===== src/rtl/core/lis_pkg.sv =====
// Shared types and constants for the longest-increasing-subsequence block.
// Holds the microcode word layout, the program ROM and field widths.
// No dependencies.
`timescale 1ns / 1ps

package lis_pkg;

  localparam int VALUE_W   = 32;
  localparam int LEN_OUT_W = 11;
  localparam int STEP_W    = 3;

  typedef logic [STEP_W-1:0] step_t;

  // Program step addresses
  localparam step_t ST_IDLE   = 3'd0;
  localparam step_t ST_CMP    = 3'd1;
  localparam step_t ST_SEARCH = 3'd2;
  localparam step_t ST_WRITE  = 3'd3;
  localparam step_t ST_EXT    = 3'd4;
  localparam step_t ST_OUT    = 3'd5;

  // Datapath operation selected by the control word
  typedef enum logic [2:0] {
    OP_NOP     = 3'd0,
    OP_ACCEPT  = 3'd1,
    OP_CMPLAST = 3'd2,
    OP_SEARCH  = 3'd3,
    OP_WRITE   = 3'd4,
    OP_EXT     = 3'd5,
    OP_OUT     = 3'd6
  } op_t;

  // Branch condition selected by the control word
  typedef enum logic [2:0] {
    C_ALWAYS  = 3'd0,
    C_INVALID = 3'd1,
    C_EXT     = 3'd2,
    C_SDONE   = 3'd3,
    C_OUTFREE = 3'd4
  } cond_t;

  typedef struct packed {
    op_t   op;
    cond_t cond;
    step_t tgt_t;   // next step when the condition holds
    step_t tgt_f;   // next step otherwise
  } uword_t;

  // Datapath status seen by the sequencer
  typedef struct packed {
    logic in_valid;
    logic ext;
    logic sdone;
    logic out_free;
  } stat_t;

  // Program ROM
  function automatic uword_t ucode_rom(input step_t step);
    uword_t w;
    unique case (step)
      ST_IDLE:   w = '{OP_ACCEPT,  C_INVALID, ST_CMP,   ST_IDLE};
      ST_CMP:    w = '{OP_CMPLAST, C_EXT,     ST_EXT,   ST_SEARCH};
      ST_SEARCH: w = '{OP_SEARCH,  C_SDONE,   ST_WRITE, ST_SEARCH};
      ST_WRITE:  w = '{OP_WRITE,   C_ALWAYS,  ST_OUT,   ST_OUT};
      ST_EXT:    w = '{OP_EXT,     C_ALWAYS,  ST_OUT,   ST_OUT};
      ST_OUT:    w = '{OP_OUT,     C_OUTFREE, ST_IDLE,  ST_OUT};
      default:   w = '{OP_NOP,     C_ALWAYS,  ST_IDLE,  ST_IDLE};
    endcase
    return w;
  endfunction

endpackage


===== src/rtl/core/lis_ctrl.sv =====
// Microcode sequencer: step counter, program ROM lookup and branch logic.
// Depends on lis_pkg for the control word, ROM and status struct.
`timescale 1ns / 1ps

module lis_ctrl import lis_pkg::*; (
  input  logic  clk,
  input  logic  rst_n,
  input  stat_t stat,
  output op_t   op
);

  step_t  step_r, step_nxt;
  uword_t uw;
  logic   cond_hit;

  assign uw = ucode_rom(step_r);
  assign op = uw.op;

  // Branch condition decode
  always_comb begin
    unique case (uw.cond)
      C_ALWAYS:  cond_hit = 1'b1;
      C_INVALID: cond_hit = stat.in_valid;
      C_EXT:     cond_hit = stat.ext;
      C_SDONE:   cond_hit = stat.sdone;
      C_OUTFREE: cond_hit = stat.out_free;
      default:   cond_hit = 1'b1;
    endcase
  end

  assign step_nxt = cond_hit ? uw.tgt_t : uw.tgt_f;

  always_ff @(posedge clk) begin
    if (!rst_n) begin
      step_r <= ST_IDLE;
    end else begin
      step_r <= step_nxt;
    end
  end

endmodule


===== config.mk =====
export PLATFORM = sky130hd
export DESIGN_NAME = lis_ctrl
export DESIGN_NICKNAME = d
export VERILOG_FILES = /design/src/rtl/core/lis_pkg.sv /design/src/rtl/core/lis_ctrl.sv
export SDC_FILE = /design/constraint.sdc
export NUM_CORES = 1
export LEC_CHECK = 0
export CORE_AREA = 2 2 39 41
export CTS_BUF_LIST = sky130_fd_sc_hd__clkbuf_16
export CTS_CLUSTER_DIAMETER = 80
export DETAILED_ROUTE_END_ITERATION = 10
export DIE_AREA = 0 0 41 43
export DONT_BUFFER_PORTS = 1
export GPL_ROUTABILITY_DRIVEN = 0
export GPL_TIMING_DRIVEN = 1
export PLACE_DENSITY = 0.36
export SYNTH_ARGS = -nofsm -noshare
export SYNTH_HDL_FRONTEND = slang
export SYNTH_SLANG_ARGS = --single-unit

===== constraint.sdc =====
create_clock -name clk -period 1.07 [get_ports clk]
set_input_delay 0.107 -clock clk [delete_from_list [all_inputs] [get_ports clk]]
set_output_delay 0.107 -clock clk [all_outputs]
set_load 0.05 [all_outputs]

# [Word-level counts from Yosys, hierarchy flattened]
# Index checks and enable logic that the tools add are counted.
[word_totals] regBits=3 inputBits=6 out_inout_bits=3 elab_cells=14
[classes] eq_ne=9 mux=3 reduce_logical=1
[op_table] op="12-bit case mux with 6 select lines" n=1
[op_table] op="3-bit by 2-bit equality test with 1-bit output (second input constant)" n=4
[op_table] op="3-bit equality test (second input constant)" n=3
[op_table] op="3-bit by 1-bit equality test with 1-bit output (second input constant)" n=2
[op_table] op="1-bit case mux with 4 select lines" n=1
[op_table] op="3-bit logical NOT" n=1
[op_table] op="3-bit two-way mux" n=1

# [Longest topological paths before layout]
# Gate-level depths: netlist of the first run.
[logic_depth] depth_word=5 mapped_depth=4 ltp_nobuf=3

# [Worst setup path after synthesis of the first run]
# No wires, ideal clock.
[synth_path] kind="register to output" start="register step_r[0]" end="output port op[1]" arrival_time_ps=1591 required_ps=963 setup_slack_ps=-628 path_stages_with_launch=3 n_path_buf=0 path_cell_list="dfxtp_1 > nand2b_1 > o21ai_0"
[synth_via] elab_chain_cells=2 elab_cells_between_ends=7 classes_between="eq/ne: 5; mux: 1; reduce/logical: 1"
[synth_rtl] item="from (decl)" line_no="lis_ctrl.sv:12" source="step_t step_r, step_nxt;"
[synth_rtl] item="from (signal assigned)" line_no="lis_ctrl.sv:37" source="step_r <= step_nxt;"
[synth_rtl] item="3-bit equality test, or another cell as far along" line_no="lis_pkg.sv:60" source="unique case (step)"
[synth_rtl] item="12-bit case mux with 6 select lines (*)" line_no="lis_pkg.sv:60"
[synth_rtl] item="to (decl)" line_no="lis_ctrl.sv:9" source="output op_t op"
# Every way passes the cells marked *; elsewhere a longest branch is shown, timed or not.

# [Worst setup path after layout of the first run]
[layout_path] start="register step_r[1]" end="output port op[2]"
# Same word-level chain as after synthesis.

==> metrics.md, run 1 <==
| Metric | Value |
|---|---|
| Run status | complete, but fails checks |
| Failing checks | setup timing |
| Worst EP required | 0.96 ns |
| Core Region | between 1000 and 1500 sq um |
| Avg WL per Cell | approximately 10 um |
| Post-synthesis sequential area ratio | 30.0% |
| Yosys cell types | 14 |
| Placed cell areas | 292 sq um |
| I/O Pins | 9 |
| Fin worst setup slack | -0.0734 ns |
| Peak supply drop | roughly 760 uV |
| Biggest regs | step_r x3 |
| Area leader, netlist | dfxtp_1 |
| DR vias/cell | 4.06 |
| Endpoint class of the critical path | primary output |
| Max Cap Violations | 0 |
| Nets@finish | between 40 and 50 |
| RSZ-0062 raised after global routing | yes |
| Final Instance Area | ~450 sq um |
| DR vias | a little over 200 |
| Crit path kind | reg -> out |
| Die height | between 40 and 50 um |
| Arr. time, crit path | about 1.0 ns |
| Die span in x | 41 um |
| Clock Sinks | 3 |
| DRC viols | 0 |
| Clk_skew | a little over 0.0005 ns |
| Bufs on Longest Clock Path | 2 |
| Syn avg cell area | approximately 8.3 sq um |
| Pwr Density | about 2200 nW/um^2 |
| DR pass1 iterations | 1 |
| R2R Path End | step_r[0] |
| Largest net degree at the start of global routing | 7 |
| First-pass GRT wire length | 876 um |
| Reg2Reg Depth | 3 |
| Std cell rows | 14 |
| R2r startpoint | step_r[1] |
| CP Launch Type | flip-flop |
| Full die area | 1760 sq um |
| Mapped Cells | 24 |
| Aggregate global routing overflow | 0 |
| Mapped Nets | 30 |
| Final core occ | about a third |
| CTS tree | built |
| Initial core utilization | 14.5% |
| Least-Margin Pin Slew | between 0.15 and 0.2 ns |
| Worst-path clk slew | 0.03 ns |
| N_diodes | 0 |
| Port Buffers | 0 |
| Largest register FFs | 3 |
| Routed Antenna Nets | 0 |
| HP Class | in -> reg |
| Max incr delay on CP | 0.37 ns |
| Hold endpoint | step_r[0] |
| Critical Path Fanout Max | 6 |
| Top reg by flops | step_r |
| DPL Wire Length | around 390 um |
| Final Power | 0.980 mW |
| Vias in the first global route | 220 |
| Hold path start | rst_n |
| Setup-failing EPs final | 3 |
| Final hold vios | 0 |
| Crit-path slowest cell | dfxtp_4 |
| Share of layout cells above drive strength 1 | 62.9% |
| Hold path depth | 1 |
| Lkg Pwr | about 0.18 nW |
| Initial DRC Count | 0 |
| CTS H-tree lvls | 1 |
| Reg2Reg Setup Slack | 0.04 ns |
| Clock Latency Late Sink | roughly 0.22 ns |
| CTS buffer count | 3 |
| Layout area overhead | 126% |
| Total routed wirelength | between 500 and 600 um |
| Initial antenna violation count | 0 |
| Relative slew margins | 88.3% |
| GRT Util Overall | under 10% |
| Area contributors post-synth | dfxtp_1, buf_6, o21ai_1, nor2b_4, nand2b_1 |
| Netlist Area Pre-Place | around 200 sq um |
| Final worst-path cycle share | 107% |
| Area share of the largest cell type after synthesis | approximately 30% |
| Ys Warns | 0 |
| CTS Root Cell | clkbuf_16 |
| Fmax | just under 900 MHz |
| Min Hold Slack | about 0.021 ns |
| CP cell instances | buf_6 -> mux2i_4 -> buf_12 |
| Max-slew violations | 0 |
| Post-route minimum period | ~1.1 ns |
| Yosys reg bits | 3 |
==> per-layer routing <==
layer | vias up | part of all wire (%) | track usage [%]
li1 | 103 | - | -
met4 | 0 | 0 | 4.00
met1 | 95 | 39 | 7.40
met3 | 0 | 7.7 | 5.76
met5 | - | 0 | 0
met2 | 9 | 53 | 11.9
==> kinds of logic after synthesis <==
| kind of cell | Yosys count | synth area share [%] |
|---|---|---|
| muxes | 1 | 5.00 |
| DFF | 3 | 30.0 |
| and+or+nand+nor | 10 | 30.0 |
| buffers and inverters | 2 | 11.2 |
| AOI/OAI and AO/OA | 8 | 23.7 |
==> layout by cell type (no fill, tap or decap), types with 2 or more instances in the layout <==
cell       instances
buf_6              2
nor2_1             3
clkbuf_16          3
buf_12             3
o21ai_1            3
nand2b_4           2
buf_4              4
dfxtp_4            3
==> worst max-delay path: cells and delay by family, from the launching register on <==
family | cells | cell delay [ns]
muxes | 1 | 0.16
DFF | 1 | 0.37
buffers and inverters | 2 | 0.29
==> worst max-delay path by stage <==
stage	endpoint	depth (start not counted)	slack (ns)	from
2_1_floorplan	op[2]	2	-0.09	step_r[0]
3_3_place_gp	op[2]	3	0.03	step_r[0]
3_5_place_dp	op[2]	3	0.01	step_r[0]
4_1_cts	op[2]	3	-0.08	step_r[1]
5_1_grt	op[2]	3	-0.1	step_r[1]
6_report	op[2]	3	-0.07	step_r[1]
==> cell type report <==
class | instances | area (sq um)
Clock inverter | 1 | 3.75
Timing Repair Buffer | 9 | 113
Tap cell | 16 | 20.0
Multi-Input combinational cell | 19 | 170
Clock buffer | 3 | 75.1
Fill cell | 141 | 931
Sequential cell | 3 | 71.3
==> per-stage QoR <==
stage | std cells | TNS [ns] | setup slack [ns]
3_5_place_dp | 44 | 0 | 0.0117
2_1_floorplan | 24 | -0.102 | -0.0944
3_3_place_gp | 44 | 0 | 0.0301
4_1_cts | 51 | -0.188 | -0.0799
5_1_grt | 51 | -0.258 | -0.0961
6_report | 51 | -0.185 | -0.0734
==> what timing repair did <==
action,4_1_cts,5_1_grt
setup endpoints to repair,3,4
pin swaps,3,3
hold buffers,0,0
buffers inserted,3,0
resized for setup,13,1
gates cloned,0,0
==> where the power goes <==
group	switching, mW	total, mW	internal, mW
clock	0.0929	0.574	0.481
combinational	0.115	0.255	0.140
sequential	0.0267	0.152	0.125
==> Yosys cell counts <==
| cell type | instances |
|---|---|
| dfxtp_1 | 3 |
| nor2_1 | 3 |
| o21ai_1 | 3 |
| a21oi_1 | 2 |
| buf_6 | 2 |
| nand2_1 | 2 |
| nand2b_1 | 2 |
| a21boi_1 | 1 |
| and3b_1 | 1 |
| mux2i_1 | 1 |
| nor2b_4 | 1 |
| o21ai_0 | 1 |
| o311a_1 | 1 |
| or2_0 | 1 |
No activity file was read; power rests on OpenSTA's default activity.
==> run 2: changes to the inputs <==
--- a/config.mk
+++ b/config.mk
@@ -13,7 +13,10 @@
 export DONT_BUFFER_PORTS = 1
 export GPL_ROUTABILITY_DRIVEN = 0
 export GPL_TIMING_DRIVEN = 1
+export HOLD_SLACK_MARGIN = 0.06
 export PLACE_DENSITY = 0.36
+export SKIP_LAST_GASP = 1
+export SLEW_MARGIN = 20
 export SYNTH_ARGS = -nofsm -noshare
 export SYNTH_HDL_FRONTEND = slang
 export SYNTH_SLANG_ARGS = --single-unit
==> run 2 against run 1 <==
Wire length decreased by 0.19%. Global-route usage is 0.30 points lower. Utilization is 0.72 points higher. Via count is 2.9% higher. Power is 0.37% higher. Cell count up 2.0%. Sequential power is essentially flat. The flow still finishes with violations (setup timing). Hold slack improved by 0.077 ns. Sequential share of layout area is 0.34 points lower. Setup slack is essentially flat. Clock skew hardly changed.
==> metrics.md, run 2 (synthesis gave the netlist of run 1 again) <==
| Metric | Value |
|---|---|
| Run status | complete, but fails checks (unchanged) |
| Failing checks | setup timing (unchanged) |
| Comb pwr share | 26.3% (was 26.0%) |
| RSZ-0062 raised after global routing | yes (unchanged) |
| DR pass1 iterations | 1 (unchanged) |
| Arr. time, crit path | 1.04 ns (about the same) |
| Top reg by flops | step_r (unchanged) |
| Nets@finish | 43 (was 42) |
| CP Launch Type | flip-flop (unchanged) |
| CTS Root Cell | clkbuf_16 (unchanged) |
| Placed cell areas | 292 sq um (unchanged) |
| Final worst-path cycle share | 107% (about the same) |
| Non-filler cells, final | 52 (was 51) |
| Setup-failing EPs final | 3 (unchanged) |
| Switching share of power | 24.0% (was 23.9%) |
| Vias in the first global route | 227 (was 220) |
| Max incr delay on CP | 0.37 ns (about the same) |
| Pwr Density | 2130 nW/um^2 (was 2160 nW/um^2) |
| Relative slew margins | 88.3% (about the same) |
| Port Buffers | 0 (unchanged) |
| CP cell instances | buf_6 -> mux2i_4 -> buf_12 (unchanged) |
| Clock Sinks | 3 (unchanged) |
| CTS buffer count | 3 (unchanged) |
| Crit path kind | reg -> out (unchanged) |
| Post-route minimum period | 1.14 ns (about the same) |
| Final Instance Area | 463 sq um (was 453 sq um) |
| Lkg Pwr | 0.186 nW (was 0.182 nW) |
| Largest net degree at the start of global routing | 7 (unchanged) |
| Worst EP required | 0.96 ns (about the same) |
| Aggregate global routing overflow | 0 (unchanged) |
| Endpoint class of the critical path | primary output (unchanged) |
| Routed Antenna Nets | 0 (unchanged) |
| GRT Util Overall | 7.53% (was 7.83%) |
| Least-Margin Pin Slew | 0.172 ns (about the same) |
| Core Region | 1380 sq um (unchanged) |
| Max-slew violations | 0 (unchanged) |
| Hold path depth | 3 (was 1) |
| CTS H-tree lvls | 1 (unchanged) |
| Largest register FFs | 3 (unchanged) |
| Fillers | 137 (was 141) |
| Layout area overhead | 131% (was 126%) |
| DR vias | 213 (was 207) |
| DRC viols | 0 (unchanged) |
| Fin worst setup slack | -0.0738 ns (was -0.0734 ns) |
| Max Cap Violations | 0 (unchanged) |
| Initial core utilization | 14.5% (unchanged) |
| N_diodes | 0 (unchanged) |
| First-pass GRT wire length | 834 um (was 876 um) |
| Final hold vios | 0 (unchanged) |
| Clock Latency Late Sink | 0.22 ns (about the same) |
| Total routed wirelength | 529 um (was 530 um) |
| DPL Wire Length | 387 um (unchanged) |
| Peak supply drop | 772 uV (was 756 uV) |
| Std cell rows | 14 (unchanged) |
| Initial antenna violation count | 0 (unchanged) |
| Clk_skew | 0.000536 ns (was 0.000513 ns) |
| DR vias/cell | 4.10 (was 4.06) |
| Commonest non-fill, non-tap cell in the layout | buf_4 (unchanged) |
| Biggest regs | step_r x3 (unchanged) |
| Die height | 43 um (unchanged) |
| Critical Path Fanout Max | 6 (unchanged) |
| Reg2Reg Depth | 3 (unchanged) |
| Crit-path slowest cell | dfxtp_4 (unchanged) |
| Fmax | 874 MHz (was 875 MHz) |
| Flop pwr share | 15.4% (was 15.5%) |
| HP Class | in -> reg (unchanged) |
| Initial DRC Count | 0 (unchanged) |
| I/O Pins | 9 (unchanged) |
| Psw | 0.236 mW (was 0.234 mW) |
| Internal power | 0.748 mW (was 0.746 mW) |
| Die span in x | 41 um (unchanged) |
| Worst-path clk slew | 0.03 ns (about the same) |
| Clock Power Share | 58.3% (was 58.5%) |
| Share of layout cells above drive strength 1 | 61.1% (was 62.9%) |
| Avg WL per Cell | 10.2 um (was 10.4 um) |
| Bufs on Longest Clock Path | 2 (unchanged) |
| CTS tree | built (unchanged) |
| Post-placement cell count | 44 (unchanged) |
| Worst slack at placement | 0.0117 ns (unchanged) |
| Full die area | 1760 sq um (unchanged) |
-- run 2: cell types whose count changed in the layout (fill, tap and decap cells not counted) --
cell	delta
dlygate4sd3_1	+1
-- run 2: repair_timing --
| item | CTS | global route |
|---|---|---|
| endpoints found under the hold margin | 3 | 0 |
| hold buffers | 1 | 0 |
| setup endpoints to repair | 3 | 5 |
| pin swaps | 2 | 4 |
| buffers inserted | 3 | 0 |
| gates resized for setup | 12 | 2 |
-- run 2: cell type report --
type	instances	area (sq um)	area share [%]
sequential	3	71.3	15.4
clock buffer	3	75.1	16.2
timing repair buffer	10	123	26.5
multi-input combinational	19	170	36.8
tap	16	20.0	4.32
clock inverter	1	3.75	0.811
-- run 2: layer usage --
metal / wire [um] / global-route usage, %
met5: 0 / 0
met4: 0 / 4.00
met3: 35 / 5.24
met2: 285 / 12.2
met1: 208 / 6.43
-- run 2: metrics by stage --
stage                     utilization, %  setup TNS, ns  hold slack [ns]  total power [mW]
after CTS                           32.6         -0.234            0.108             0.985
after global routing                33.5         -0.253            0.105              1.02
after detailed placement            21.1              0            0.252             0.349
final                               33.5         -0.184           0.0987             0.984
after global placement              21.1              0            0.249             0.347
after floorplan                        -         -0.102            0.238             0.265
-- run 2: worst max-delay path, delay by kind of cell, from the launching register on --
kind	cells	cell delay, ns
DFF	1	0.37
muxes	1	0.16
buffers and inverters	2	0.29
-- run 2: path summary, 6_finish.rpt --
| check | from | endpoint | slack [ns] |
|---|---|---|---|
| worst max-delay path | step_r[1] | op[2] | -0.07 |
| worst min register to register | step_r[0] | step_r[2] | 0.65 |
| worst min-delay path | stat[0] | step_r[2] | 0.1 |
| worst max register to register | step_r[1] | step_r[0] | 0.04 |
-- run 2: power by group through the flow --
stage               clock, mW  sequential (mW)  combinational (mW)
floorplan                   0            0.135               0.130
global placement            0            0.145               0.201
detailed placement          0            0.146               0.204
CTS                     0.584            0.149               0.252
global route            0.595            0.155               0.270
finish                  0.574            0.152               0.258
==> run 3: changes to the inputs <==
==> constraint.sdc (replaced) <==
create_clock -name clk -period 0.98 [get_ports clk]
set_input_delay 0.098 -clock clk [delete_from_list [all_inputs] [get_ports clk]]
set_output_delay 0.098 -clock clk [all_outputs]
set_load 0.05 [all_outputs]
==> run 3 against run 2 <==
The flow still finishes with violations (setup timing). Critical path type unchanged. Global-route usage up 0.90 points. Critical path depth stayed put. Power increased by 10%. Clock-buffer cell count unchanged. Hold slack improved by 0.035 ns. Utilization is 0.99 points higher. Critical endpoint unchanged. Register-to-register slack lost 0.09 ns. First-iteration DRC count increased by 1. Clock power up 11%. Non-clock buffer count rose by 2. Wire length is 11% higher. Sequential share of layout area shrank 0.44 points. Highest routed layer unchanged.
==> metrics.md, run 3 (synthesis gave the netlist of run 1 again) <==
| Metric | Value |
|---|---|
| Crit path max-delay family | flip-flops (unchanged) |
| Biggest regs | step_r x3 (unchanged) |
| CP startpoint | step_r[1] (unchanged) |
| CP Launch Type | flip-flop (unchanged) |
| Hold path depth | 2 (was 3) |
| DPL Wire Length | 419 um (was 387 um) |
| Avg WL per Cell | 10.8 um (was 10.2 um) |
| Crit path kind | reg -> out (unchanged) |
| Final hold vios | 0 (unchanged) |
| Fin worst setup slack | -0.156 ns (was -0.0738 ns) |
| Placed cell areas | 324 sq um (was 292 sq um) |
| Initial DRC Count | 1 (was 0) |
| Critical Path Fanout Max | 5 (was 6) |
| Non-filler cells, final | 54 (was 52) |
| DR vias | 215 (was 213) |
| Core Region | 1380 sq um (unchanged) |
| Largest net degree at the start of global routing | 7 (unchanged) |
| Routed Antenna Nets | 0 (unchanged) |
| Nets@finish | 45 (was 43) |
| R2R Path End | step_r[0] (unchanged) |
| N_diodes | 0 (unchanged) |
| Share of layout cells above drive strength 1 | 60.5% (was 61.1%) |
| Clock Sinks | 3 (unchanged) |
| Largest register FFs | 3 (unchanged) |
| Max Cap Violations | 0 (unchanged) |
| GRT Util Overall | 8.43% (was 7.53%) |
| Initial antenna violation count | 0 (unchanged) |
| CTS tree | built (unchanged) |
| HP Class | in -> reg (unchanged) |
| Commonest non-fill, non-tap cell in the layout | buf_4 (unchanged) |
| Setup-failing EPs final | 4 (was 3) |
| Full die area | 1760 sq um (unchanged) |
| Post-placement cell count | 45 (was 44) |
| Port Buffers | 0 (unchanged) |
| Worst EP required | 0.88 ns (was 0.96 ns) |
| CP cell instances | buf_6 -> mux2i_4 -> buf_12 (unchanged) |
| I/O Pins | 9 (unchanged) |
| Peak supply drop | 612 uV (was 772 uV) |
| Failing checks | setup timing (unchanged) |
| WP buf/inv | 2 (unchanged) |
| DRC viols | 0 (unchanged) |
| Fmax | between 800 and 900 MHz |
| Crit-path slowest cell | dfxtp_4 (unchanged) |
| Max incr delay on CP | 0.36 ns (was 0.37 ns) |
| Lkg Pwr | 0.195 nW (was 0.186 nW) |
| Std cell rows | 14 (unchanged) |
| Aggregate global routing overflow | 0 (unchanged) |
| Least-Margin Pin Slew | 0.172 ns (about the same) |
| Layout area overhead | 138% (was 131%) |
| Post-route minimum period | around 1.1 ns |
| Vias in the first global route | 234 (was 227) |
| CTS H-tree lvls | 1 (unchanged) |
| CTS buffer count | 3 (unchanged) |
| Final worst-path cycle share | 116% |
| Relative slew margins | 88.3% (about the same) |
| Final Instance Area | 477 sq um (was 463 sq um) |
| Min Hold Slack | 0.133 ns (was 0.0987 ns) |
| Run status | complete, but fails checks (unchanged) |
| Bufs on Longest Clock Path | 2 (unchanged) |
| Total routed wirelength | 585 um (was 529 um) |
| Clk_skew | 0.00100 ns (was 0.000536 ns) |
| Endpoint class of the critical path | primary output (unchanged) |
| Hold endpoint | step_r[1] (was step_r[2]) |
| First-pass GRT wire length | 959 um (was 834 um) |
| Hold path start | stat[2] (was stat[0]) |
| Max-slew violations | 0 (unchanged) |
| Die span in x | 41 um (unchanged) |
| Arr. time, crit path | 1.04 ns (about the same) |
| Reg2Reg Setup Slack | -0.05 ns (was 0.04 ns) |
| Fillers | 136 (was 137) |
| Initial core utilization | 14.5% (unchanged) |
| RSZ-0062 raised after global routing | yes (unchanged) |
| Clock Latency Late Sink | 0.22 ns (about the same) |
| CTS Root Cell | clkbuf_16 (unchanged) |
| Die height | 43 um (unchanged) |
| DR pass1 iterations | 2 (was 1) |
| Pwr Density | 2280 nW/um^2 (was 2130 nW/um^2) |
| Final Power | 1.09 mW (was 0.984 mW) |
| Worst-path clk slew | 0.03 ns (about the same) |
| R2r startpoint | step_r[1] (unchanged) |
| DR vias/cell | 3.98 (was 4.10) |
| Reg2Reg Depth | 3 (unchanged) |
| Top reg by flops | step_r (unchanged) |
==> run 3: area by class of cell <==
type                    instances  area (sq um)  area share (%)
multi-input cells              19           166            34.9
repair buffers                 12           140            29.4
clock inverters                 1          3.75           0.787
clock buffers                   3          75.1            15.7
well taps                      16          20.0            4.20
flip-flops and latches          3          71.3            15.0
==> run 3: metrics by stage <==
step                setup WS (ns)  utilization, %  setup TNS [ns]
finish                     -0.156            34.4          -0.491
global route               -0.184            34.4          -0.644
CTS                        -0.162            33.5          -0.513
detailed placement        -0.0410            23.4         -0.0410
global placement         -0.00956            23.4        -0.00956
floorplan                -0.00556               -        -0.00556
==> run 3: worst reg2reg max path: stages, from the launching register on <==
cell	delay [ns]
dfxtp_4	0.36
buf_6	0.13
buf_4	0.13
o311a_1	0.28
==> run 3: worst max-delay path by stage <==
stage,endpoint,slack [ns],cells past startpoint
2_1_floorplan,op[2],-0.006,2
3_3_place_gp,op[2],-0.01,2
3_5_place_dp,op[2],-0.04,2
4_1_cts,op[2],-0.16,3
5_1_grt,op[2],-0.18,2
6_report,op[2],-0.16,3
==> run 3: what timing repair did <==
action | in CTS | in global routing
gates cloned | 0 | 0
pin swaps | 3 | 1
hold endpoints to repair | 3 | 0
setup buffers | 2 | 1
endpoints found under the setup margin | 5 | 5
resized for setup | 8 | 2
hold buffers | 2 | 0
==> run 3: where the power goes <==
group	total [mW]	switching, mW	leakage, nW	internal [mW]
combinational	0.290	0.132	0.126	0.158
sequential	0.161	0.0250	0.0267	0.136
clock	0.635	0.109	0.0423	0.526
==> run 3: routing by layer <==
metal | share of wire (%) | vias up | GRT usage, %
met5 | 0 | - | 0
met4 | 0 | 0 | 8.00
li1 | - | 109 | -
met1 | 43 | 102 | 9.97
met3 | 4.1 | 0 | 2.62
met2 | 53 | 4 | 11.3
